`config.mk`:
```
export PLATFORM = sky130hd
export DESIGN_NAME = odda_front
export DESIGN_NICKNAME = d
export VERILOG_FILES = /design/src/rtl/order_free_digest_accumulator_macros.svh /design/src/rtl/odda_pkg.sv /design/src/rtl/odda_front.sv
export SDC_FILE = /design/constraint.sdc
export NUM_CORES = 1
export LEC_CHECK = 0
export BUFFER_PORTS_ARGS = -buffer_cell sky130_fd_sc_hd__buf_4
export CAP_MARGIN = 0
export CORE_MARGIN = 8
export CORE_UTILIZATION = 38
export DETAILED_ROUTE_END_ITERATION = 12
export GPL_TIMING_DRIVEN = 0
export PLACE_DENSITY_LB_ADDON = 0.2
export SYNTH_ARGS = -nofsm -noshare
export SYNTH_HDL_FRONTEND = slang
export SYNTH_SLANG_ARGS = --single-unit
export TNS_END_PERCENT = 5
```
`constraint.sdc`:
```
create_clock -name vclk -period 1.3
set_clock_uncertainty 0.15 [all_clocks]
set_input_delay 0.065 -clock vclk [all_inputs]
set_output_delay 0.065 -clock vclk [all_outputs]
set_load 0.01 [all_outputs]
```
`src/rtl/order_free_digest_accumulator_macros.svh`:
```
// Assertion macros for the digest accumulator, clocked on clk and held off during reset.
`ifndef ORDER_FREE_DIGEST_ACCUMULATOR_MACROS_SVH
`define ORDER_FREE_DIGEST_ACCUMULATOR_MACROS_SVH
`ifndef ASSERT_OFF
`define ODDA_ASSERT(lbl, cond, msg) \
  lbl: assert property (@(posedge clk) disable iff (!rst_n) (cond)) else $error(msg);
`define ODDA_ASSERT_NEXT(lbl, ante, cons, msg) \
  lbl: assert property (@(posedge clk) disable iff (!rst_n) (ante) |=> (cons)) else $error(msg);
`else
`define ODDA_ASSERT(lbl, cond, msg)
`define ODDA_ASSERT_NEXT(lbl, ante, cons, msg)
`endif
`endif

```
`src/rtl/odda_pkg.sv`:
```
// Shared types and constants of the order-free digest accumulator.
package odda_pkg;

  localparam int ODDA_GROUPS = 16;

  localparam int DIG_W  = 64;
  localparam int CNT_W  = 32;
  localparam int CRC_W  = 32;
  localparam int GRP_FW = 4;
  localparam int COL_W  = 2;
  localparam int COLS   = 4;

  // Mersenne prime 2^31-1
  localparam int M_W = 31;
  localparam logic [M_W-1:0] M31 = 31'h7FFF_FFFF;

  localparam logic CMD_FOLD  = 1'b0;
  localparam logic CMD_CLEAR = 1'b1;

  localparam logic MODE_SUM  = 1'b0;
  localparam logic MODE_PROD = 1'b1;

  // register index, taken from paddr[2]
  localparam logic REG_HASH_MODE = 1'b0;

  // queue between front and back; depth must be a power of two
  localparam int QDEPTH = 4;
  localparam int QPTR_W = $clog2(QDEPTH);
  localparam int QCNT_W = $clog2(QDEPTH + 1);

  typedef struct packed {
    logic             clr;
    logic             inr;
    logic [GRP_FW-1:0] grp;
    logic [COL_W-1:0] col;
    logic [CRC_W-1:0] crc;
    logic             passed;
    logic [M_W-1:0]   mulv;
  } odda_item_t;

  typedef struct packed {
    logic              full;
    logic              empty;
    logic [QCNT_W-1:0] cnt;
  } odda_qstat_t;

endpackage

```
`src/rtl/odda_front.sv`:
```
// Front end: takes input transactions, classifies them and pushes them into the queue.
module odda_front #(
  parameter int GROUPS = odda_pkg::ODDA_GROUPS
) (
  input  logic                        in_valid,
  output logic                        in_stall,
  input  logic                        in_cmd,
  input  logic [odda_pkg::GRP_FW-1:0] in_group,
  input  logic [odda_pkg::COL_W-1:0]  in_column,
  input  logic [odda_pkg::CRC_W-1:0]  in_crc,
  input  logic                        in_passed,
  input  odda_pkg::odda_qstat_t       q_stat,
  output logic                        q_push,
  output odda_pkg::odda_item_t        q_item
);

  logic [odda_pkg::M_W-1:0] low31;

  assign in_stall = q_stat.full;
  assign q_push   = in_valid && !q_stat.full;

  // product operand: 0 and 2^31-1 would collapse the digest, so both map to 1
  assign low31 = in_crc[odda_pkg::M_W-1:0];

  always_comb begin
    q_item.clr    = (in_cmd == odda_pkg::CMD_CLEAR);
    q_item.inr    = (32'(in_group) < GROUPS);
    q_item.grp    = in_group;
    q_item.col    = in_column;
    q_item.crc    = in_crc;
    q_item.passed = in_passed;
    if ((low31 == '0) || (low31 == odda_pkg::M31)) begin
      q_item.mulv = odda_pkg::M_W'(1);
    end else begin
      q_item.mulv = low31;
    end
  end

endmodule

```
==> results of run 1 <==
-- placed cells by master (no fill, tap or decap) --
| cell | instances |
|---|---|
| buf_4 | 145 |
| nor4_2 | 2 |
| nor3_1 | 1 |
| nand3_1 | 1 |
| nor4_1 | 1 |
| buf_8 | 4 |
| a221o_2 | 1 |
| buf_12 | 5 |
| inv_1 | 30 |
| conb_1 | 1 |
| nand4_2 | 1 |
| a221oi_2 | 30 |
| buf_16 | 1 |
| nor2b_1 | 1 |
| buf_6 | 13 |
| nor4_4 | 6 |
| and4_1 | 2 |
| nand4_1 | 6 |
-- cell type report --
class | instances | area share
timing repair buffer | 112 | 0.395
multi-input combinational | 53 | 0.308
buffer | 56 | 0.224
inverter | 30 | 0.0490
tap | 44 | 0.0240
-- power by group through the flow --
| stage | logic [mW] | clock network, mW | registers (mW) |
|---|---|---|---|
| 5_1_grt | 0.630 | 0 | 0 |
| 3_5_place_dp | 0.557 | 0 | 0 |
| 3_3_place_gp | 0.553 | 0 | 0 |
| 2_1_floorplan | 0.246 | 0 | 0 |
| 4_1_cts | 0.580 | 0 | 0 |
| 6_report | 0.587 | 0 | 0 |
-- worst max-delay path: cells and delay by family --
family                 cells  cell delay, ns
buffers and inverters      5            0.59
AO/OA/AOI/OAI              1            0.06
AND/OR/NAND/NOR            2            0.53
-- repair_timing --
| item | CTS | global route |
|---|---|---|
| cloned | 1 | 0 |
| endpoints found under the setup margin | 31 | 31 |
| buffers inserted | 4 | 1 |
| gates resized for setup | 29 | 8 |
| pin swaps | 16 | 6 |
-- routing by layer --
metal  vias up  track usage  routed length, um
li1        703            -                  -
met1       664        0.156               1560
met2        69        0.281               2320
met3         2       0.0771                530
met4         0      0.00680                 28
met5         -            0                  0
-- worst max path at each step --
| stage | start | end | slack, ns | cells after the start |
|---|---|---|---|---|
| 2_1_floorplan | in_crc[18] | q_item[10] | 0.20 | 5 |
| 3_3_place_gp | in_crc[25] | q_item[19] | -0.25 | 7 |
| 3_5_place_dp | in_crc[25] | q_item[27] | -0.26 | 7 |
| 4_1_cts | in_crc[24] | q_item[6] | -0.15 | 8 |
| 5_1_grt | in_crc[2] | q_item[3] | -0.24 | 8 |
| 6_report | in_crc[24] | q_item[4] | -0.18 | 8 |
-- logic make-up (layout without fill, tap and decap cells) --
| logic type | count (synthesis) | count (layout) | share of synthesized area |
|---|---|---|---|
| buffers and inverters | 86 | 198 | 0.469 |
| and+or+nand+nor | 21 | 21 | 0.142 |
| other | 1 | 1 | 0.00313 |
| AOI/OAI and AO/OA | 31 | 31 | 0.386 |
==> flow_metrics.py, run 1 <==
metrics = {
    "outcome": {
        "run_status": "finished with violations",
        "failing_checks": "negative setup slack",
    },
    "setup_path": {
        "critical_path_arrival_ns": 1.26,
        "crit_path_cell_trace": "buf_8, nor4_4, and4_1, buf_6, buf_6, buf_8, a221oi_2, buf_4",
        "cp-end-kind": "output pin",
        "critPathMaxFanout": 5,
        "critical-path-max-stage-delay_ns": 0.28,
        "setup.worst_path.class": "in2out",
        "cp_max_delay_cell": "nor4_4",
        "cp-start-kind": "input pin",
        "crit_required_ns": 1.09,
    },
    "logic_synthesis": {
        "ranking_of_synthesized_cells_by_area": "a221oi_2 38%, buf_4 28%, inv_1 9.4%, buf_6 8.5%, nor4_1 3.7%",
        "synth_most_common_cell": "buf_4",
        "ys_warn_count": 0,
        "synth_cells": 139,
        "synth.net_count": 185,
        "postSynthAreaPerCell_um2": 8.61,
        "ys_seq_area_frac": 0,
        "yosys-top-cells-count": "45 x buf_4, 30 x a221oi_2, 30 x inv_1",
        "synth_top_area_frac": 0.376,
        "syn_area_um2": 1200,
        "yosysTopAreaCell": "a221oi_2",
        "synth.lib_cells_used.distinct": 15,
    },
    "drt": {
        "drt-initial-drc-count": 104,
        "detailroute.via_count": 1438,
        "drt_first_pass_iters": 4,
        "final_antenna_net_count": 0,
        "route.detailed.wl_per_inst_um": 15.0,
        "route.detailed.vias_per_inst": 4.87,
        "drcViolationCount": 0,
        "drt_wl_total_um": 4440,
    },
    "power_and_ir_drop": {
        "power.switching_uw": 244,
        "p_int_uw": 343,
        "total_power_uw": 587,
        "netSwitchingFraction": 0.416,
        "comb_power_share": 1.000,
        "p_per_area_nw_per_um2": 256,
        "p_leak_nw": 1.25,
        "peakVddDrop_mv": 0.171,
        "clock_power_share": 0,
        "seqPwrFrac": 0,
    },
    "floorplanning": {
        "initial_cell_density_of_the_core": 0.395,
        "design.die.area_um2": 5200,
        "rows": 20,
        "dieHeight_um": 72.1,
        "floorplan.core_area_um2": 3030,
        "die_width_um": 72.1,
        "ioPinCount": 120,
    },
    "final_layout": {
        "footprint_of_the_multi_input_gates_um2": 708,
        "area.growth.synth_to_final_pct": 92.0,
        "non_filler_instance_count_after_layout": 295,
        "antenna_cells_inserted": 0,
        "drive_gt1_frac": 0.829,
        "num-nets-final": 299,
        "num-fill-cells": 240,
        "postLayoutCoreUtil": 0.759,
        "final_design_area_no_fill_um2": 2300,
        "clkbuf_count": 0,
        "sequential_standard_cell_area_um2": 0,
        "n_sequential_cell": 0,
    },
    "global_route": {
        "maximum_number_of_pins_on_one_net_before_global_route_repair": 11,
        "grt_usage": 0.152,
        "globalRoute.totalOverflow": 0,
        "grt_pass1_vias": 1437,
        "grt_antenna_before_repair": 0,
        "grt_first_pass_wirelength_um": 6770,
    },
    "place": {
        "placed_cell_count": 289,
        "dpl-instance-area_um2": 2050,
        "dp_hpwl_um": 3500,
        "portBuffers": 106,
        "preCtsSetupSlack_ns": -0.259,
        "finalWeightedCongestion": 0.770,
    },
    "hold_path": {
        "timing.hold.worst_endpoint": "q_item[68]",
        "hold_path_class": "in2out",
        "hold_path.startpoint": "in_group[2]",
        "worstHoldPathCells": 2,
    },
    "sta": {
        "max_freq_mhz": 676,
        "final_layout_setup_total_negative_slack_ns": -4.14,
        "fin_crit_sh": 1.14,
        "rsz0062_at_grt": "true",
        "min_period_ns": 1.48,
        "finalHoldWorstSlack_ns": 0.158,
        "timing_hold_violations_final": 0,
        "fin_ws_ns": -0.179,
        "setup-violations-final": 31,
        "drv_slew": 0,
    },
    "run": {
        "cap_viol_max_count": 0,
    },
    "clock_tree": {
        "cts-hold-fix-buffers": 0,
    },
}
No activity file was read; power rests on OpenSTA's default activity.
==> run 2, diff against run 1 <==
--- a/config.mk
+++ b/config.mk
@@ -5,8 +5,9 @@
 export SDC_FILE = /design/constraint.sdc
 export NUM_CORES = 1
 export LEC_CHECK = 0
-export BUFFER_PORTS_ARGS = -buffer_cell sky130_fd_sc_hd__buf_4
+export BUFFER_PORTS_ARGS = -buffer_cell sky130_fd_sc_hd__buf_2
 export CAP_MARGIN = 0
+export CORE_ASPECT_RATIO = 0.9
 export CORE_MARGIN = 8
 export CORE_UTILIZATION = 38
 export DETAILED_ROUTE_END_ITERATION = 12
==> run 2 against run 1 <==
Compared with the run above:
- critical path type unchanged
- non-clock buffer count is 2 lower
- sequential cell count stayed put
- maximum frequency is 4.7% higher
- via count is 5.3% lower
- total power is 14% lower
- wire length is 10% lower
- the flow still finishes with violations (negative setup slack)
- critical endpoint is now q_item[16]
==> flow_metrics.py, run 2 (synthesis results as in run 1) <==
metrics = {
    "outcome": {
        "run_status": "finished with violations",
        "failing_checks": "negative setup slack",
    },
    "sta": {
        "min_period_ns": 1.41,
        "final_layout_setup_total_negative_slack_ns": -3.04,
        "setup-violations-final": 31,
        "fin_crit_sh": 1.09,
        "drv_slew": 0,
        "fin_ws_ns": -0.112,
        "finalHoldWorstSlack_ns": 0.166,
        "timing_hold_violations_final": 0,
        "max_freq_mhz": 708,
        "rsz0062_at_grt": "true",
    },
    "clock_tree": {
        "cts-hold-fix-buffers": 0,
    },
    "place": {
        "placed_cell_count": 287,
        "dpl-instance-area_um2": 1780,
        "dp_hpwl_um": 3210,
        "preCtsSetupSlack_ns": -0.235,
        "portBuffers": 106,
        "finalWeightedCongestion": 0.711,
    },
    "power_and_ir_drop": {
        "p_leak_nw": 1.18,
        "p_per_area_nw_per_um2": 236,
        "peakVddDrop_mv": 0.162,
    },
    "final_layout": {
        "num-nets-final": 297,
        "drive_gt1_frac": 0.827,
        "sequential_standard_cell_area_um2": 0,
        "antenna_cells_inserted": 0,
        "area.growth.synth_to_final_pct": 78.0,
        "n_sequential_cell": 0,
        "non_filler_instance_count_after_layout": 291,
        "layout_commonest_cell": "buf_2",
        "clkbuf_count": 0,
        "commonest_cells_after_routing_fill_and_taps_aside": "90 x buf_2, 44 x buf_4, 30 x inv_1, 28 x a221oi_2, 17 x buf_6",
        "final_design_area_no_fill_um2": 2130,
    },
    "drt": {
        "route.detailed.wl_per_inst_um": 13.7,
        "route.detailed.vias_per_inst": 4.68,
        "drcViolationCount": 0,
        "drt_first_pass_iters": 4,
        "detailroute.via_count": 1362,
        "drt-initial-drc-count": 67,
        "final_antenna_net_count": 0,
        "drt_wl_total_um": 3980,
    },
    "setup_path": {
        "critical_path_buf_inv_count": 4,
        "setup.worst_path.class": "in2out",
        "path_common_cell": "buf_8",
        "delay_heaviest_family_cp": "buffers and inverters",
        "critPathMaxFanout": 10,
        "critical_path_arrival_ns": 1.20,
        "critical-path-max-stage-delay_ns": 0.32,
        "crit_path_cell_trace": "buf_8, nand4_1, nor4_4, buf_6, buf_8, a221oi_2, buf_2",
        "cp-start-kind": "input pin",
        "cp_max_delay_cell": "nor4_4",
        "crit_required_ns": 1.09,
        "cp-end-kind": "output pin",
    },
    "floorplanning": {
        "floorplan.core_area_um2": 3040,
        "initial_cell_density_of_the_core": 0.394,
        "design.die.area_um2": 5210,
        "dieHeight_um": 69.3,
        "rows": 19,
        "ioPinCount": 120,
        "die_width_um": 75.2,
    },
    "global_route": {
        "grt_antenna_before_repair": 0,
        "grt_first_pass_wirelength_um": 6270,
        "grt_usage": 0.140,
        "maximum_number_of_pins_on_one_net_before_global_route_repair": 11,
        "grt_pass1_vias": 1406,
        "globalRoute.totalOverflow": 0,
    },
    "hold_path": {
        "hold_path_class": "in2out",
    },
    "run": {
        "cap_viol_max_count": 0,
    },
}
-- run 2: cell types whose count changed in the layout (fill, tap and decap cells not counted) --
cell,previous run,this run
buf_6,13,17
a221oi_4,0,2
buf_16,1,2
nor4_2,2,4
buf_4,145,44
buf_12,5,6
nor4_4,6,4
a221oi_2,30,28
buf_8,4,7
buf_2,0,90
-- run 2: worst paths after layout --
path	start	endpoint	slack (ns)	cells past startpoint
setup / recovery	in_crc[10]	q_item[16]	-0.11	7
hold / removal	in_group[1]	q_item[67]	0.17	2
-- run 2: layout make-up --
type | count | area (um2)
Buffer | 56 | 541
Fill cell | 278 | 912
Timing Repair Buffer | 110 | 712
Multi-Input combinational cell | 53 | 713
Inverter | 30 | 113
Tap cell | 42 | 52.6
-- run 2: metal layers --
layer,vias up,part of all wire,track usage
li1,690,-,-
met5,-,0,0
met4,0,0,0
met3,0,0.096,0.0289
met2,58,0.51,0.258
met1,614,0.39,0.165
-- run 2: per-stage QoR --
| stage | util | total power, mW |
|---|---|---|
| after CTS | 0.683 | 0.502 |
| after global placement | 0.585 | 0.451 |
| after global routing | 0.700 | 0.542 |
| final | 0.700 | 0.502 |
| after floorplan | - | 0.246 |
| after detailed placement | 0.585 | 0.455 |
-- run 2: timing repair --
item,in CTS,in global routing
endpoints found under the setup margin,31,31
gates resized for setup,59,9
endpoints found under the hold margin,0,0
pin swaps,14,4
setup buffers,2,0
cloned,2,0
-- run 2: where the power goes --
part	internal (mW)	leakage (nW)	switching (mW)
registers	0	0	0
logic	0.274	1.18	0.228
clock network	0	0	0
total	0.274	1.18	0.228
==> run 3, diff against run 2 <==
--- a/config.mk
+++ b/config.mk
@@ -9,7 +9,7 @@
 export CAP_MARGIN = 0
 export CORE_ASPECT_RATIO = 0.9
 export CORE_MARGIN = 8
-export CORE_UTILIZATION = 38
+export CORE_UTILIZATION = 34
 export DETAILED_ROUTE_END_ITERATION = 12
 export GPL_TIMING_DRIVEN = 0
 export PLACE_DENSITY_LB_ADDON = 0.2
==> constraint.sdc (replaced) <==
create_clock -name vclk -period 1.2
set_clock_uncertainty 0.15 [all_clocks]
set_input_delay 0.06 -clock vclk [all_inputs]
set_output_delay 0.06 -clock vclk [all_outputs]
set_load 0.01 [all_outputs]
==> run 3 against run 2 <==
Compared with the run above:
- the run still ends with negative setup slack left
- global-route usage down 0.15 points
- worst hold slack got worse by 0.011 ns
- combinational power is 16% higher
- total power grew 16%
- highest routed layer unchanged
==> flow_metrics.py, run 3 (synthesis results as in run 1) <==
metrics = {
    "sta": {
        "setup-violations-final": 31,
        "fin_crit_sh": 1.17,
        "min_period_ns": 1.41,
        "drv_slew": 0,
        "fin_ws_ns": -0.210,
        "rsz0062_at_grt": "true",
        "max_freq_mhz": 709,
        "timing_hold_violations_final": 0,
    },
    "drt": {
        "route.detailed.vias_per_inst": 4.69,
        "detailroute.via_count": 1384,
        "drt_first_pass_iters": 2,
        "drt_wl_total_um": 4450,
        "route.detailed.wl_per_inst_um": 15.1,
        "drcViolationCount": 0,
        "drt-initial-drc-count": 32,
        "final_antenna_net_count": 0,
    },
    "hold_path": {
        "hold_path_class": "in2out",
    },
    "floorplanning": {
        "ioPinCount": 120,
        "die_width_um": 78.6,
        "initial_cell_density_of_the_core": 0.354,
        "rows": 20,
        "floorplan.core_area_um2": 3380,
        "dieHeight_um": 72.3,
        "design.die.area_um2": 5680,
    },
    "final_layout": {
        "final_design_area_no_fill_um2": 2230,
        "non_filler_instance_count_after_layout": 295,
        "commonest_cells_after_routing_fill_and_taps_aside": "76 x buf_2, 53 x buf_4, 30 x inv_1, 30 x a221oi_2, 22 x buf_6",
        "drive_gt1_frac": 0.833,
        "antenna_cells_inserted": 0,
        "num-nets-final": 299,
        "num-fill-cells": 290,
        "area.growth.synth_to_final_pct": 86.2,
        "n_sequential_cell": 0,
        "clkbuf_count": 0,
        "layout_commonest_cell": "buf_2",
        "sequential_standard_cell_area_um2": 0,
    },
    "global_route": {
        "grt_first_pass_wirelength_um": 6780,
        "grt_antenna_before_repair": 0,
        "maximum_number_of_pins_on_one_net_before_global_route_repair": 11,
        "grt_usage": 0.138,
        "grt_pass1_vias": 1411,
        "globalRoute.totalOverflow": 0,
    },
    "place": {
        "portBuffers": 106,
        "finalWeightedCongestion": 0.687,
        "dp_hpwl_um": 3370,
        "placed_cell_count": 289,
        "dpl-instance-area_um2": 1780,
    },
    "setup_path": {
        "worst_setup_path_endpoint": "q_item[5]",
        "crit_required_ns": 0.99,
        "setup.worst_path.class": "in2out",
        "cp-end-kind": "output pin",
        "cp-start-kind": "input pin",
        "setup.worst_path.start": "in_crc[3]",
        "critPathMaxFanout": 7,
        "critical_path_arrival_ns": 1.20,
    },
    "power_and_ir_drop": {
        "peakVddDrop_mv": 0.176,
        "p_leak_nw": 1.22,
        "p_per_area_nw_per_um2": 261,
    },
    "outcome": {
        "failing_checks": "negative setup slack",
        "run_status": "finished with violations",
    },
    "run": {
        "cap_viol_max_count": 0,
    },
}
## run 3: cell count changes in the layout (fill, tap and decap cells not counted), moves of 4 or more
cell and change:
buf_2 -14, buf_4 +9, buf_6 +5, nor4_2 -4
nor4_4 +4
## run 3: worst min-delay path by stage
stage,start,end,slack (ns),cells after the start
4_1_cts,in_group[1],q_item[67],0.16,2
5_1_grt,in_column[0],q_item[64],0.16,2
2_1_floorplan,q_stat[4],q_push,0.02,1
3_3_place_gp,in_group[1],q_item[67],0.16,2
3_5_place_dp,in_group[1],q_item[67],0.16,2
6_report,in_group[1],q_item[67],0.15,2
## run 3: power by group
group / internal [mW] / switching, mW
clock: 0 / 0
combinational: 0.322 / 0.261
sequential: 0 / 0
total: 0.322 / 0.261
## run 3: routing by layer
layer	part of all wire	wire (um)	vias up	GRT usage
met5	0	0	-	0
met4	0	0	0	0
met3	0.10	463	0	0.0556
met2	0.51	2260	60	0.253
met1	0.39	1730	630	0.155
li1	-	-	694	-
## run 3: stage by stage
step                      worst slack (ns)  setup TNS (ns)   util  total power [mW]  hold WS [ns]
after global placement              -0.390          -11.74  0.528             0.491         0.158
after global routing                -0.280           -8.00  0.660             0.627         0.161
after detailed placement            -0.381          -11.28  0.528             0.495         0.158
after CTS                           -0.222           -6.04  0.651             0.573         0.158
final                               -0.210           -5.84  0.660             0.582         0.155
after floorplan                      0.109               0      -             0.266        0.0164
## run 3: final cells by class
type	instances	area, um2	share of cell area
timing repair buffer	114	831	0.373
tap	44	55.1	0.0247
inverter	30	113	0.0505
buffer	54	500	0.224
multi-input combinational	53	731	0.328
## run 3: what timing repair did
item	CTS	global route
gates cloned	2	2
endpoints found under the hold margin	0	0
gates resized for setup	75	14
hold buffers	0	0
endpoints found under the setup margin	31	31
pin swaps	22	18
buffers inserted	6	0
## run 3: critical path, stage by stage
cell and delay [ns]:
buf_8 0.10, nor4_4 0.27, and4_1 0.23, buf_6 0.17
clkbuf_16 0.17, a221oi_2 0.05, buf_2 0.14
