===== src/rtl/order_free_digest_accumulator_macros.svh =====
// Assertion macros for the digest accumulator, clocked on clk and held off during reset.
`ifndef ORDER_FREE_DIGEST_ACCUMULATOR_MACROS_SVH
`define ORDER_FREE_DIGEST_ACCUMULATOR_MACROS_SVH
`ifndef ASSERT_OFF
`define ODDA_ASSERT(lbl, cond, msg) \
  lbl: assert property (@(posedge clk) disable iff (!rst_n) (cond)) else $error(msg);
`define ODDA_ASSERT_NEXT(lbl, ante, cons, msg) \
  lbl: assert property (@(posedge clk) disable iff (!rst_n) (ante) |=> (cons)) else $error(msg);
`else
`define ODDA_ASSERT(lbl, cond, msg)
`define ODDA_ASSERT_NEXT(lbl, ante, cons, msg)
`endif
`endif


===== src/rtl/odda_pkg.sv =====
// Shared types and constants of the order-free digest accumulator.
package odda_pkg;

  localparam int ODDA_GROUPS = 16;

  localparam int DIG_W  = 64;
  localparam int CNT_W  = 32;
  localparam int CRC_W  = 32;
  localparam int GRP_FW = 4;
  localparam int COL_W  = 2;
  localparam int COLS   = 4;

  // Mersenne prime 2^31-1
  localparam int M_W = 31;
  localparam logic [M_W-1:0] M31 = 31'h7FFF_FFFF;

  localparam logic CMD_FOLD  = 1'b0;
  localparam logic CMD_CLEAR = 1'b1;

  localparam logic MODE_SUM  = 1'b0;
  localparam logic MODE_PROD = 1'b1;

  // register index, taken from paddr[2]
  localparam logic REG_HASH_MODE = 1'b0;

  // queue between front and back; depth must be a power of two
  localparam int QDEPTH = 4;
  localparam int QPTR_W = $clog2(QDEPTH);
  localparam int QCNT_W = $clog2(QDEPTH + 1);

  typedef struct packed {
    logic             clr;
    logic             inr;
    logic [GRP_FW-1:0] grp;
    logic [COL_W-1:0] col;
    logic [CRC_W-1:0] crc;
    logic             passed;
    logic [M_W-1:0]   mulv;
  } odda_item_t;

  typedef struct packed {
    logic              full;
    logic              empty;
    logic [QCNT_W-1:0] cnt;
  } odda_qstat_t;

endpackage


===== src/rtl/odda_queue.sv =====
// Short FIFO between the front end and the update pipeline.
module odda_queue (
  input  logic                  clk,
  input  logic                  rst_n,
  input  logic                  push,
  input  odda_pkg::odda_item_t  push_item,
  input  logic                  pop,
  output odda_pkg::odda_item_t  head,
  output odda_pkg::odda_qstat_t stat
);

  odda_pkg::odda_item_t              ent_r [odda_pkg::QDEPTH];
  logic [odda_pkg::QPTR_W-1:0]       wr_ptr_r;
  logic [odda_pkg::QPTR_W-1:0]       rd_ptr_r;
  logic [odda_pkg::QCNT_W-1:0]       cnt_r;
  logic                              do_push;
  logic                              do_pop;

  assign stat.cnt   = cnt_r;
  assign stat.full  = (cnt_r == odda_pkg::QCNT_W'(odda_pkg::QDEPTH));
  assign stat.empty = (cnt_r == '0);
  assign head       = ent_r[rd_ptr_r];

  assign do_push = push && !stat.full;
  assign do_pop  = pop && !stat.empty;

  always_ff @(posedge clk) begin
    if (!rst_n) begin
      wr_ptr_r <= '0;
      rd_ptr_r <= '0;
      cnt_r    <= '0;
    end else begin
      if (do_push) begin
        wr_ptr_r <= wr_ptr_r + 1'b1;
      end
      if (do_pop) begin
        rd_ptr_r <= rd_ptr_r + 1'b1;
      end
      case ({do_push, do_pop})
        2'b10:   cnt_r <= cnt_r + 1'b1;
        2'b01:   cnt_r <= cnt_r - 1'b1;
        default: cnt_r <= cnt_r;
      endcase
    end
  end

  always_ff @(posedge clk) begin
    if (do_push) begin
      ent_r[wr_ptr_r] <= push_item;
    end
  end

endmodule


===== config.mk =====
export PLATFORM = sky130hd
export DESIGN_NAME = odda_queue
export DESIGN_NICKNAME = d
export VERILOG_FILES = /design/src/rtl/order_free_digest_accumulator_macros.svh /design/src/rtl/odda_pkg.sv /design/src/rtl/odda_queue.sv
export SDC_FILE = /design/constraint.sdc
export NUM_CORES = 1
export LEC_CHECK = 0
export BUFFER_PORTS_ARGS = -buffer_cell sky130_fd_sc_hd__buf_2
export CAP_MARGIN = 20
export CELL_PAD_IN_SITES_DETAIL_PLACEMENT = 1
export CELL_PAD_IN_SITES_GLOBAL_PLACEMENT = 2
export CORE_ASPECT_RATIO = 0.7
export CORE_MARGIN = 8
export CORE_UTILIZATION = 45
export DETAILED_ROUTE_END_ITERATION = 12
export GPL_TIMING_DRIVEN = 0
export PLACE_DENSITY = 0.75
export SLEW_MARGIN = 30
export SYNTH_ARGS = -nofsm -noshare
export SYNTH_HDL_FRONTEND = slang
export SYNTH_SLANG_ARGS = --single-unit

===== constraint.sdc =====
create_clock -name clk -period 5.9 [get_ports clk]
set_clock_uncertainty 0.1 [all_clocks]
set_input_delay 0.885 -clock clk [delete_from_list [all_inputs] [get_ports clk]]
set_output_delay 0.885 -clock clk [all_outputs]
set_load 0.01 [all_outputs]

==> impl_summary.md, run 1 <==
Pwr
The peak supply drop is 0.2423 mV. The cell leakage power is 4.433 nW. For this design the ratio of total power to cell area is 428.1 nW/um2. The power after layout is 5.623 mW.

Place
Routability-driven placement finished with a final weighted congestion of 0.7093. The placed instances occupy a cell area of 12240 um2. Detailed placement finished with a half-perimeter wire length of 14190 um. The number of I/O port buffers is 151.

Setup path
The delay of the slowest critical-path stage is 0.47 ns. The critical path crosses 4 cells after its start point. The critical path contains buffers and inverters numbering 3 combined.

The element type at the critical path end is an output port. The cell family contributing the most delay on the critical path is buffers and inverters. The data arrival at the endpoint of the critical path is 2.26 ns. The category of the worst setup path launch point is a flip-flop. The largest fanout of any net on the critical path is 10. Walking the worst path, the cells encountered are clkbuf_1 -> buf_2 -> mux4_2 -> buf_2. The capturing instance or port of the critical path is head[40]. The endpoint identified for the worst register-to-register timing path is cnt_r[2]$_SDFFE_PN0P_. Data on the critical path is required at its endpoint by 4.91 ns. The critical path class is flip-flop to output port.

The register-to-register setup slack is 3.51 ns. The slowest stage of the critical path is the sky130_fd_sc_hd__clkbuf_1 cell. For the worst flop-to-flop path, the logic depth is 10. The worst register-to-register path begins at cnt_r[2]$_SDFFE_PN0P_. Among the stages of the critical path, the cell type that occurs most often is sky130_fd_sc_hd__buf_2.

STA
In this run the tightest slew margin relative to its limit is 59.34%. The minimum clock period is 3.244 ns. At the pin with the least slew margin, the transition time is 0.6099 ns. The maximum clock rate is 308.3 MHz. Dividing the final minimum period by the clock period gives 54.98%. Setup repair after global routing left no endpoint under its margin. Setup violations remaining at the end of the flow were counted as 0.

In the final timing run, aggregate negative setup slack is 0 ns. The final max-slew violation count was 0. The final hold violation count is 0.

Logic synthesis
The synthesized instance count is 430. The number of warnings issued by yosys is 0. Summing the sequential cell areas from Yosys gives 80.52% of the chip area. The number of nets handed over by synthesis was 512.

Counting flops and latches in the post-synthesis netlist gives 297. Each instance of the synthesized netlist takes up on average 25.50 um2. After synthesis the cells add up to 10960 um2.

The number of different library cells in the post-synthesis netlist is 25.

Clocking
The post-cts hold buffer count is 0. The clock reaches the later pin of the worst-skew pair after 0.53 ns. The number of buffers inserted during clock tree synthesis is 29. The number of setup buffers added after CTS is 0.

Gates resized during post-CTS repair numbered 0. No sink is reached through more buffers than the 3 on the longest clock path. In this run the number of H-tree levels came out at 1. Counting every sink on the clock net gives 297. TritonCTS built the clock tree. The root buffer cell chosen for the clock tree is sky130_fd_sc_hd__clkbuf_16. Clock-pin slew was measured on the worst setup and hold paths at 0.06 ns.

Global routing
The number of antenna violations at the first check in global routing was 3. The first global-routing pass estimated 33450 um of wire. Entering global routing, the biggest net connects 40 pins. The overall overflow remaining after global route is 0. Global routing used 14.45% of the available tracks.

The number of global-route vias before repair was 5633.

Finish
The area added between synthesis and finish is 19.80%. The finished cells cover 13140 um2. For this run, the post-layout net count is 698. Cells with a size suffix above 1 make up 45.21% of the layout.

The number of antenna cells inserted is 0.

Drt
In the final routed layout, each cell accounts on average for 22.68 um. The number of DRC markers in iteration 0 is 302. The detailed-route vias per instance is 5.208.

The number of design rule violations left after detail routing is 0. The vias after detailed routing is 4974. Once detail routing completed, the nets flagged for antenna violations numbered 0. Before antenna repair, the detailed router went through 6 iterations. Wires add up to 21660 um.

Worst hold path
The worst hold-check path type is flip-flop to flip-flop.

Outcome
The flow ran to the end, and the final reports show no timing, DRC or antenna violations.

Die
The initial cell density of the core is 46.15%. Pin placement for this block handled 153 I/O pins. The standard cell core area is 23760 um2. The chip height is 146.6 um. The floorplan step defined a die boundary enclosing 29700 um2. In this run the core area contains 47 standard-cell rows. The floorplan step set the die width to 202.6 um.

Job
The number of max-cap violations is 0.
==> cells in the mapped netlist (all sizes together) <==
cell / number / share of area [%]
nor3b: 1 / 0.11
o21ai: 5 / 0.23
nor2b: 1 / 0.057
inv: 6 / 0.21
xor2: 1 / 0.080
fa: 1 / 0.18
dfxtp: 9 / 1.6
edfxtp: 288 / 79
or3: 2 / 0.11
mux4: 72 / 15
a21boi: 2 / 0.14
nor3: 1 / 0.091
nand2: 7 / 0.24
clkbuf: 2 / 0.080
ha: 5 / 0.57
buf: 16 / 1.7
or4bb: 1 / 0.10
and2b: 1 / 0.068
xnor2: 1 / 0.080
and2: 6 / 0.34
mux2i: 2 / 0.18
==> stage by stage <==
step	util, %	worst slack (ns)	hold slack [ns]	instances
2_1_floorplan	-	2.506	0.3609	430
3_3_place_gp	51.01	1.058	0.3761	899
3_5_place_dp	51.51	3.082	0.4154	903
4_1_cts	55.29	2.541	0.4239	955
5_1_grt	55.29	2.497	0.4446	955
6_report	55.29	2.656	0.4305	955
==> area by class of cell <==
class / instances / area (um2)
plain buffers: 18 / 200.2
repair buffers: 155 / 865.8
fillers: 2065 / 10620
multi-input cells: 109 / 1923
well taps: 318 / 397.9
flip-flops and latches: 297 / 8828
inverters: 6 / 22.52
clock inverters: 20 / 160.2
clock buffers: 32 / 737.0
==> report_power, final <==
| part | internal (mW) | total [mW] | switching (mW) |
|---|---|---|---|
| sequential | 2.54 | 2.60 | 0.0565 |
| clock | 0.987 | 1.73 | 0.746 |
| combinational | 0.635 | 1.29 | 0.659 |
| total | 4.16 | 5.62 | 1.46 |
==> cell families (layout without fill, tap and decap cells) <==
family	count (synthesis)	after routing	synth area share, %
buffers and inverters	24	231	2.031
multiplexers	74	74	15.04
AND/OR/NAND/NOR	20	20	1.130
XOR/XNOR	2	2	0.1598
AO/OA/AOI/OAI	7	7	0.3651
adder cells (fa/ha/maj)	6	6	0.7532
flip-flops	297	297	80.52
==> cell usage in the layout (no fill, tap or decap), drive strengths merged <==
cell type	n
a21boi	2
and2	6
and2b	1
buf	171
bufinv	2
clkbuf	34
clkinv	15
clkinvlp	1
dfxtp	9
edfxtp	288
fa	1
ha	5
inv	8
mux2i	2
mux4	72
nand2	7
nor2b	1
nor3	1
nor3b	1
o21ai	5
or3	2
or4bb	1
xnor2	1
xor2	1
==> layer usage <==
| layer | global-route usage, % | routed length (um) | up-vias |
|---|---|---|---|
| met5 | 0 | 35 | - |
| met1 | 18.14 | 9307 | 2601 |
| met4 | 3.038 | 364 | 6 |
| met2 | 24.41 | 10520 | 129 |
| li1 | - | - | 2205 |
| met3 | 4.598 | 1438 | 33 |
==> registers in the layout (all words and copies together), names as in the netlist, named ones only <==
name	count
wr_ptr_r	2
cnt_r	3
ent_r	288
rd_ptr_r	2
==> how the worst min path moves through the flow <==
stage / from / to / cells past startpoint
final: rd_ptr_r[0]$_SDFFE_PN0P_ / rd_ptr_r[0]$_SDFFE_PN0P_ / 2
after global routing: push_item[58] / ent_r[0][58]$_DFFE_PP_ / 1
after CTS: rd_ptr_r[0]$_SDFFE_PN0P_ / rd_ptr_r[0]$_SDFFE_PN0P_ / 2
after detailed placement: rd_ptr_r[0]$_SDFFE_PN0P_ / rd_ptr_r[0]$_SDFFE_PN0P_ / 2
after global placement: wr_ptr_r[1]$_SDFFE_PN0P_ / wr_ptr_r[1]$_SDFFE_PN0P_ / 2
after floorplan: rd_ptr_r[0]$_SDFFE_PN0P_ / flip-flop / 2
==> worst register-to-register path: stages (launching register included) <==
cell,delay (ns)
sky130_fd_sc_hd__dfxtp_1,0.39
sky130_fd_sc_hd__nor3b_2,0.23
sky130_fd_sc_hd__nor2b_1,0.07
sky130_fd_sc_hd__buf_2,0.17
sky130_fd_sc_hd__inv_1,0.09
sky130_fd_sc_hd__ha_1,0.18
sky130_fd_sc_hd__inv_1,0.06
sky130_fd_sc_hd__fa_1,0.38
sky130_fd_sc_hd__xor2_1,0.16
sky130_fd_sc_hd__or3_1,0.30
sky130_fd_sc_hd__a21boi_0,0.18
Power figures use the tool's default switching activity.
==> run 2, diff against run 1 <==
- CORE_UTILIZATION: 45 -> 40
- PLACE_DENSITY: 0.75 -> 0.71
- clock period: 5.9 -> 2.8 ns (I/O delays scaled with it)
==> run 2 against run 1 <==
  * Utilization shrank 3.8 points
  * Clock-buffer cell count is 4 higher
  * Sequential power up 110%
  * Cell count is 12% higher
  * Setup slack lost 2.5 ns
  * Register-to-register slack got worse by 3.1 ns
  * Worst hold slack worse by 0.41 ns
  * Largest power group unchanged
==> impl_summary.md, run 2 (synthesis gave the netlist of run 1 again) <==
Place
The instance area after placement is 12350 um2. The post-DP HPWL is 15110 um. The number of I/O port buffers is 151. The post-place setup slack is 0.4265 ns. Routability-driven placement finished with a final weighted congestion of 0.7006.

STA
Setup violations remaining at the end of the flow were counted as 0. At the pin with the least slew margin, the transition time is 0.5005 ns. Setup repair after global routing left no endpoint under its margin.

Subtracting the final worst setup slack from the clock period gives 2.646 ns. The remaining max-slew budget at the tightest pin is 66.59%. Of the available clock period, the critical path in the final layout requires 94.48%. The final hold violation count is 0. The tightest hold path in the finished design has a slack of 0.02336 ns. Derived from the worst setup path, the maximum achievable clock frequency is 378.0 MHz. Across all setup checks in the final design, the least slack found is 0.1544 ns. Summed over all failing endpoints, the final setup total negative slack is 0 ns.

The final max-slew violation count is 0.

Job
Max-cap violations in this run came to 0.

Clocking
The post-cts repair resize count is 0. CTS built an H-tree with a depth of 1. In this run the clock root is driven by a sky130_fd_sc_hd__clkbuf_16. The clock transition time at the flip-flop clock pins of the worst setup and hold paths is 0.07 ns. Clock latency on the worst-skew pair, taken at its later pin, is 0.53 ns. Counting every sink on the clock net gives 297. After clock tree synthesis, the setup repair step added 0 buffers. The number of buffers inserted during clock tree synthesis is 28. The worst-case clock buffer depth is 3.

TritonCTS built the clock tree.

Global routing
The number of antenna violations at the first check in global routing is 1. Global routing used 14.11% of the available tracks. Entering global routing, the biggest net connects 33 pins.

The first-pass GRT wire length is 35740 um. The number of global-route vias before repair came to 6019. The overall overflow remaining after global route is 0.

Worst hold path
The worst hold path begins at push_item[31]. The end point of the most critical hold path is ent_r[3][31]$_DFFE_PP_. Along the worst hold path, the cell count comes to 1. The worst hold-check path type is input port to flip-flop.

Finish
The number of inserted filler cells in the final layout is 2401. The proportion of layout cells with a drive suffix above 1 is 41.57%. The largest registers in the layout are ent_r (288), cnt_r (3). The flip-flop count of the largest register, all copies and words added is 288. The fraction of the core area covered by cells at the end of the flow is 51.50%. Counting flops per register, the top entry is ent_r. The net count reported at finish is 760.

The most common library cell in the layout ignoring fill and taps is sky130_fd_sc_hd__edfxtp_1. Compared with the post-synthesis result, the final layout area differs by 26.06%. With fillers left out, the area of the finished cells amounts to 13820 um2.

In the layout the commonest cells are sky130_fd_sc_hd__edfxtp_1, sky130_fd_sc_hd__buf_2, sky130_fd_sc_hd__mux4_2, sky130_fd_sc_hd__dlygate4sd3_1, sky130_fd_sc_hd__clkbuf_16.

Drt
The detailed router finished its first iteration with 207 violations. The post-route antenna net violation count is 0. In the routed design, unresolved DRC markers number 0. Before antenna repair, the detailed router went through 4 iterations.

The detailed-route wire length per cell is 21.84 um. Dividing the detail-routed via count by the number of cells gives 4.945. The detailed router placed 5266 vias in this run. Summed over all layers, the routed wires come to 23260 um.

Setup path
The data arrival at the endpoint of the critical path is 2.13 ns. STA puts the critical path data required time at 2.28 ns. The worst setup path is launched from a flip-flop. The worst setup path is captured at an output port.

Along the worst path, the maximum fanout reaches 10. The setup check on the worst reg-to-reg path leaves a slack of 0.45 ns. The critical path class is flip-flop to output port.

The worst flop-to-flop path startpoint is cnt_r[2]$_SDFFE_PN0P_. The worst reg2reg path endpoint is cnt_r[2]$_SDFFE_PN0P_. For the worst flop-to-flop path, the logic depth is 10.

Die
The die covers 33050 um2. The standard cell core area is 26840 um2. The chip height is 154.5 um.

From left edge to right edge, the die measures 213.9 um. The initial utilization of the core area, before any placement, comes to 40.85%. In this run the count of I/O pins placed on the die edge is 153. The total number of placement rows is 50.

Pwr
VDD sags by at most 0.4537 mV. Dividing total power by cell area gives a power density of 863.4 nW/um2. The cell leakage power is 4.695 nW.

Outcome
The flow ran to the end, and the final reports show no timing, DRC or antenna violations.
run 2: cell types whose count changed in the layout (fill, tap and decap cells not counted), sizes merged:
cell	previous run	this run
clkinv	15	13
diode	0	1
dlygate4sd3	0	60
inv	8	6
clkbuf	34	37
buf	171	175
run 2: per-stage QoR:
stage,power [mW],cells
floorplan,7.316,430
global placement,8.292,945
detailed placement,8.434,953
CTS,12.17,1064
global route,12.47,1065
finish,11.93,1065
run 2: final cells by class:
type / instances / area, um2 / area share, %
Multi-Input combinational cell: 109 / 1923 / 13.91
Timing Repair Buffer: 219 / 1516 / 10.97
Buffer: 17 / 196.4 / 1.421
Clock inverter: 16 / 125.1 / 0.9052
Antenna cell: 1 / 2.502 / 0.01810
Clock buffer: 36 / 752.0 / 5.440
Sequential cell: 297 / 8828 / 63.87
Tap cell: 364 / 455.4 / 3.295
Inverter: 6 / 22.52 / 0.1629
run 2: timing repair:
action / CTS / global route
hold endpoints to repair: 232 / 0
hold buffers: 60 / 0
endpoints found under the setup margin: 70 / 0
run 2: power breakdown:
group | total (mW) | leakage [nW] | internal (mW) | switching, mW
Clock | 3.62 | 0.431 | 2.07 | 1.55
Combinational | 2.83 | 1.55 | 1.41 | 1.42
Sequential | 5.48 | 2.72 | 5.35 | 0.129
Total | 11.9 | 4.70 | 8.83 | 3.10
run 2: worst max-delay path, stage by stage (launching register included):
cell	delay (ns)
sky130_fd_sc_hd__dfxtp_1	0.63
sky130_fd_sc_hd__buf_2	0.41
sky130_fd_sc_hd__mux4_2	0.38
sky130_fd_sc_hd__buf_2	0.16
run 2: worst max path at each step:
stage,endpoint,depth (start not counted),slack [ns],start
final,head[45],3,0.15,flip-flop
after floorplan,cnt_r[2]$_SDFFE_PN0P_,10,0.50,cnt_r[2]$_SDFFE_PN0P_
after global placement,ent_r[0][18]$_DFFE_PP_,4,-0.22,push
after detailed placement,cnt_r[2]$_SDFFE_PN0P_,10,0.43,cnt_r[2]$_SDFFE_PN0P_
after CTS,head[45],3,0.04,flip-flop
after global routing,head[45],3,0.02,flip-flop
run 2: metal layers:
| layer | up-vias | share of wire, % | GRT usage [%] | routed length [um] |
|---|---|---|---|---|
| met2 | 140 | 50 | 24.50 | 11650 |
| li1 | 2337 | - | - | - |
| met4 | 0 | 1.7 | 2.768 | 385 |
| met3 | 30 | 6.0 | 3.291 | 1384 |
| met1 | 2759 | 42 | 17.94 | 9838 |
| met5 | - | 0 | 0 | 0 |
==> run 3, diff against run 2 <==
- CELL_PAD_IN_SITES_DETAIL_PLACEMENT: 1 -> default
- CELL_PAD_IN_SITES_GLOBAL_PLACEMENT: 2 -> default
- CORE_UTILIZATION: 40 -> 45
- MAX_ROUTING_LAYER: default -> met4
- PLACE_DENSITY: 0.71 -> 0.64
==> run 3 against run 2 <==
  * Power rose by 5.0%
  * Register-to-register slack improved by 0.03 ns
  * Clock power rose by 18%
  * Via count fell by 1.4%
  * Global-route usage rose by 0.39 points
==> impl_summary.md, run 3 (synthesis gave the netlist of run 1 again) <==
Die
153 I/O pins were placed. The floorplan step set the die width to 202.6 um. The initial cell density of the core is 46.15%. The standard cell core area is 23760 um2. The overall die area is 29700 um2.

After floorplanning, the core was divided into 47 placement rows. The chip height is 146.6 um.

STA
After layout, the worst path uses 93.28% of the clock period. The final max-slew violation count came to 0. Setup repair after global routing left no endpoint under its margin. The remaining max-slew budget at the tightest pin is 60.15%. Setup violations remaining at the end of the flow were counted as 0. Based on the critical path, the design can be clocked at up to 382.9 MHz. For the finished layout, the period the worst path requires is 2.612 ns. For the pin with the worst max-slew slack, the measured transition is 0.5978 ns.

The final hold violation count is 0.

Finish
The library cell used most frequently in the layout, excluding fill and tap cells, is sky130_fd_sc_hd__edfxtp_1. The register containing the most flip-flops in the final layout is ent_r. In the final layout, the registers with the most flip-flops are ent_r (288), cnt_r (3). For this run, the number of standard cells in the final layout without fillers is 1017.

The register with the most flip-flops in the layout has 288 of them. The proportion of layout cells with a drive suffix above 1 is 42.12%. For this run, the post-layout net count is 758. From synthesis to final layout, the design area changed by 26.98%. The footprint of the flip-flops and latches is 8828 um2. The library cells used most frequently in the layout, excluding fill and tap cells, are sky130_fd_sc_hd__edfxtp_1, sky130_fd_sc_hd__buf_2, sky130_fd_sc_hd__mux4_2, sky130_fd_sc_hd__dlygate4sd3_1, sky130_fd_sc_hd__clkbuf_16. The number of inserted filler cells in the final layout is 1758. The cell area after layout is 13920 um2. The combined area of the multi-input logic cells is 1923 um2.

Place
The post-DP HPWL is 13160 um. Buffers placed on the I/O ports in this run total 151. After detailed placement, the total cell area comes to 12240 um2. The final weighted congestion in routability-driven placement is 0.7198. The number of placed instances, taps included is 903.

Pwr
After layout, the design draws a total of 12.53 mW. The sequential fraction of design power is 43.7%. The cell leakage power is 4.774 nW.

The power density normalized to cell area is 899.8 nW/um2. The net load switching power is 3.074 mW. The share of total power dissipated in combinational logic is 22.1%. VDD sags by at most 0.5253 mV. The clock network is responsible for 34.2% of the overall power. In this run switching power makes up 24.54% of total power. The total internal power is 9.453 mW.

Setup path
The critical path is of the flip-flop to output port type. The register-to-register setup slack is 0.48 ns. The largest fanout of any net on the critical path is 10. The worst reg2reg path endpoint is cnt_r[2]$_SDFFE_PN0P_. The data arrival at the endpoint of the critical path is 2.09 ns. The length in cells of the worst reg-to-reg path is 10.

The worst setup path is launched from a flip-flop. At the worst endpoint, the required time is 2.28 ns. The worst flop-to-flop path startpoint is cnt_r[2]$_SDFFE_PN0P_.

STA classifies the critical path endpoint as an output port.

Clocking
TritonCTS created 28 clock buffers. TritonCTS built the clock tree. Clock tree synthesis selected as its root buffer the cell sky130_fd_sc_hd__clkbuf_16. The source-to-sink clock delay at the later pin of the worst-skew pair is 0.52 ns. The clock transition time at the flip-flop clock pins of the worst setup and hold paths is 0.06 ns.

The worst-case clock buffer depth is 3. CTS built an H-tree with a depth of 1. The number of setup buffers added after CTS is 0. The CTS sink count is 297.

Worst hold path
The tightest min-delay check is of the input port to flip-flop type. In this run the most critical hold path is launched from push_item[50]. For hold timing, the worst endpoint is ent_r[2][50]$_DFFE_PP_. Along the worst hold path, the cell count comes to 1.

Job
The tool flagged a number of max-cap violations equal to 0.

Global routing
The number of antenna violations at the first check in global routing was 1. After global routing the overflow that remains totals 0. Global routing used 14.49% of the available tracks. Entering global routing, the biggest net connects 39 pins. The number of global-route vias before repair was 5744. The first global-routing pass estimated 33010 um of wire.

Drt
Dividing the detail-routed wire length by the instance count gives 20.71 um. The detailed router finished its first iteration with 283 violations. The vias after detailed routing is 5193. The number of design rule violations left after detail routing is 0. The routed wire length is 21060 um.

The first TritonRoute pass finished after 4 iterations. The detailed-route vias per instance is 5.106. Once detail routing completed, the nets flagged for antenna violations numbered 0.

Outcome
The flow ran to the end, and the final reports show no timing, DRC or antenna violations.
## run 3: what timing repair did
action / CTS / global route
resized for setup: 0 / 0
setup endpoints to repair: 70 / 0
endpoints found under the hold margin: 243 / 0
hold buffers: 62 / 0
## run 3: worst max-delay path by stage
stage                                startpoint                      to  cells past startpoint
after CTS                             flip-flop                head[14]                      3
after global routing                  flip-flop                head[46]                      3
after floorplan           cnt_r[2]$_SDFFE_PN0P_   cnt_r[2]$_SDFFE_PN0P_                     10
final                                 flip-flop                head[50]                      3
after detailed placement              flip-flop                head[14]                      4
after global placement                     push  ent_r[0][30]$_DFFE_PP_                      4
## run 3: power by group through the flow
stage | combinational (mW) | clock, mW | sequential, mW
CTS | 2.86 | 4.38 | 5.48
detailed placement | 2.79 | 0 | 5.56
global placement | 2.69 | 0 | 5.55
finish | 2.77 | 4.28 | 5.47
floorplan | 1.77 | 0 | 5.54
global route | 3.02 | 4.53 | 5.51
## run 3: worst max-delay path, cell delays in order (launching register included)
cell                      delay [ns]
sky130_fd_sc_hd__dfxtp_1        0.64
sky130_fd_sc_hd__buf_2          0.38
sky130_fd_sc_hd__mux4_2         0.37
sky130_fd_sc_hd__buf_2          0.16
## run 3: metrics by stage
stage / hold slack, ns / TNS (ns) / setup WS, ns / util [%]
after floorplan: 0.3609 / 0 / 0.5039 / -
after global placement: 0.3751 / -37.83 / -0.1446 / 51.03
after detailed placement: 0.4114 / 0 / 0.4503 / 51.51
after CTS: 0.0002991 / 0 / 0.06212 / 58.59
after global routing: 0.001703 / 0 / 0.02574 / 58.60
final: 0.02258 / 0 / 0.1882 / 58.60
## run 3: layout make-up
type	instances	share of cell area [%]
inverters	6	0.1618
multi-input cells	109	13.81
clock inverters	22	2.409
well taps	318	2.858
flip-flops and latches	297	63.41
plain buffers	17	1.411
repair buffers	217	10.68
diodes	1	0.01797
clock buffers	30	5.240
## run 3: routing by layer
| metal | track usage [%] | part of all wire [%] | vias to the layer above |
|---|---|---|---|
| li1 | - | - | 2328 |
| met1 | 18.81 | 43 | 2690 |
| met2 | 22.93 | 48 | 143 |
| met3 | 3.912 | 6.7 | 32 |
| met4 | 2.893 | 1.8 | 0 |
| met5 | - | 0 | - |
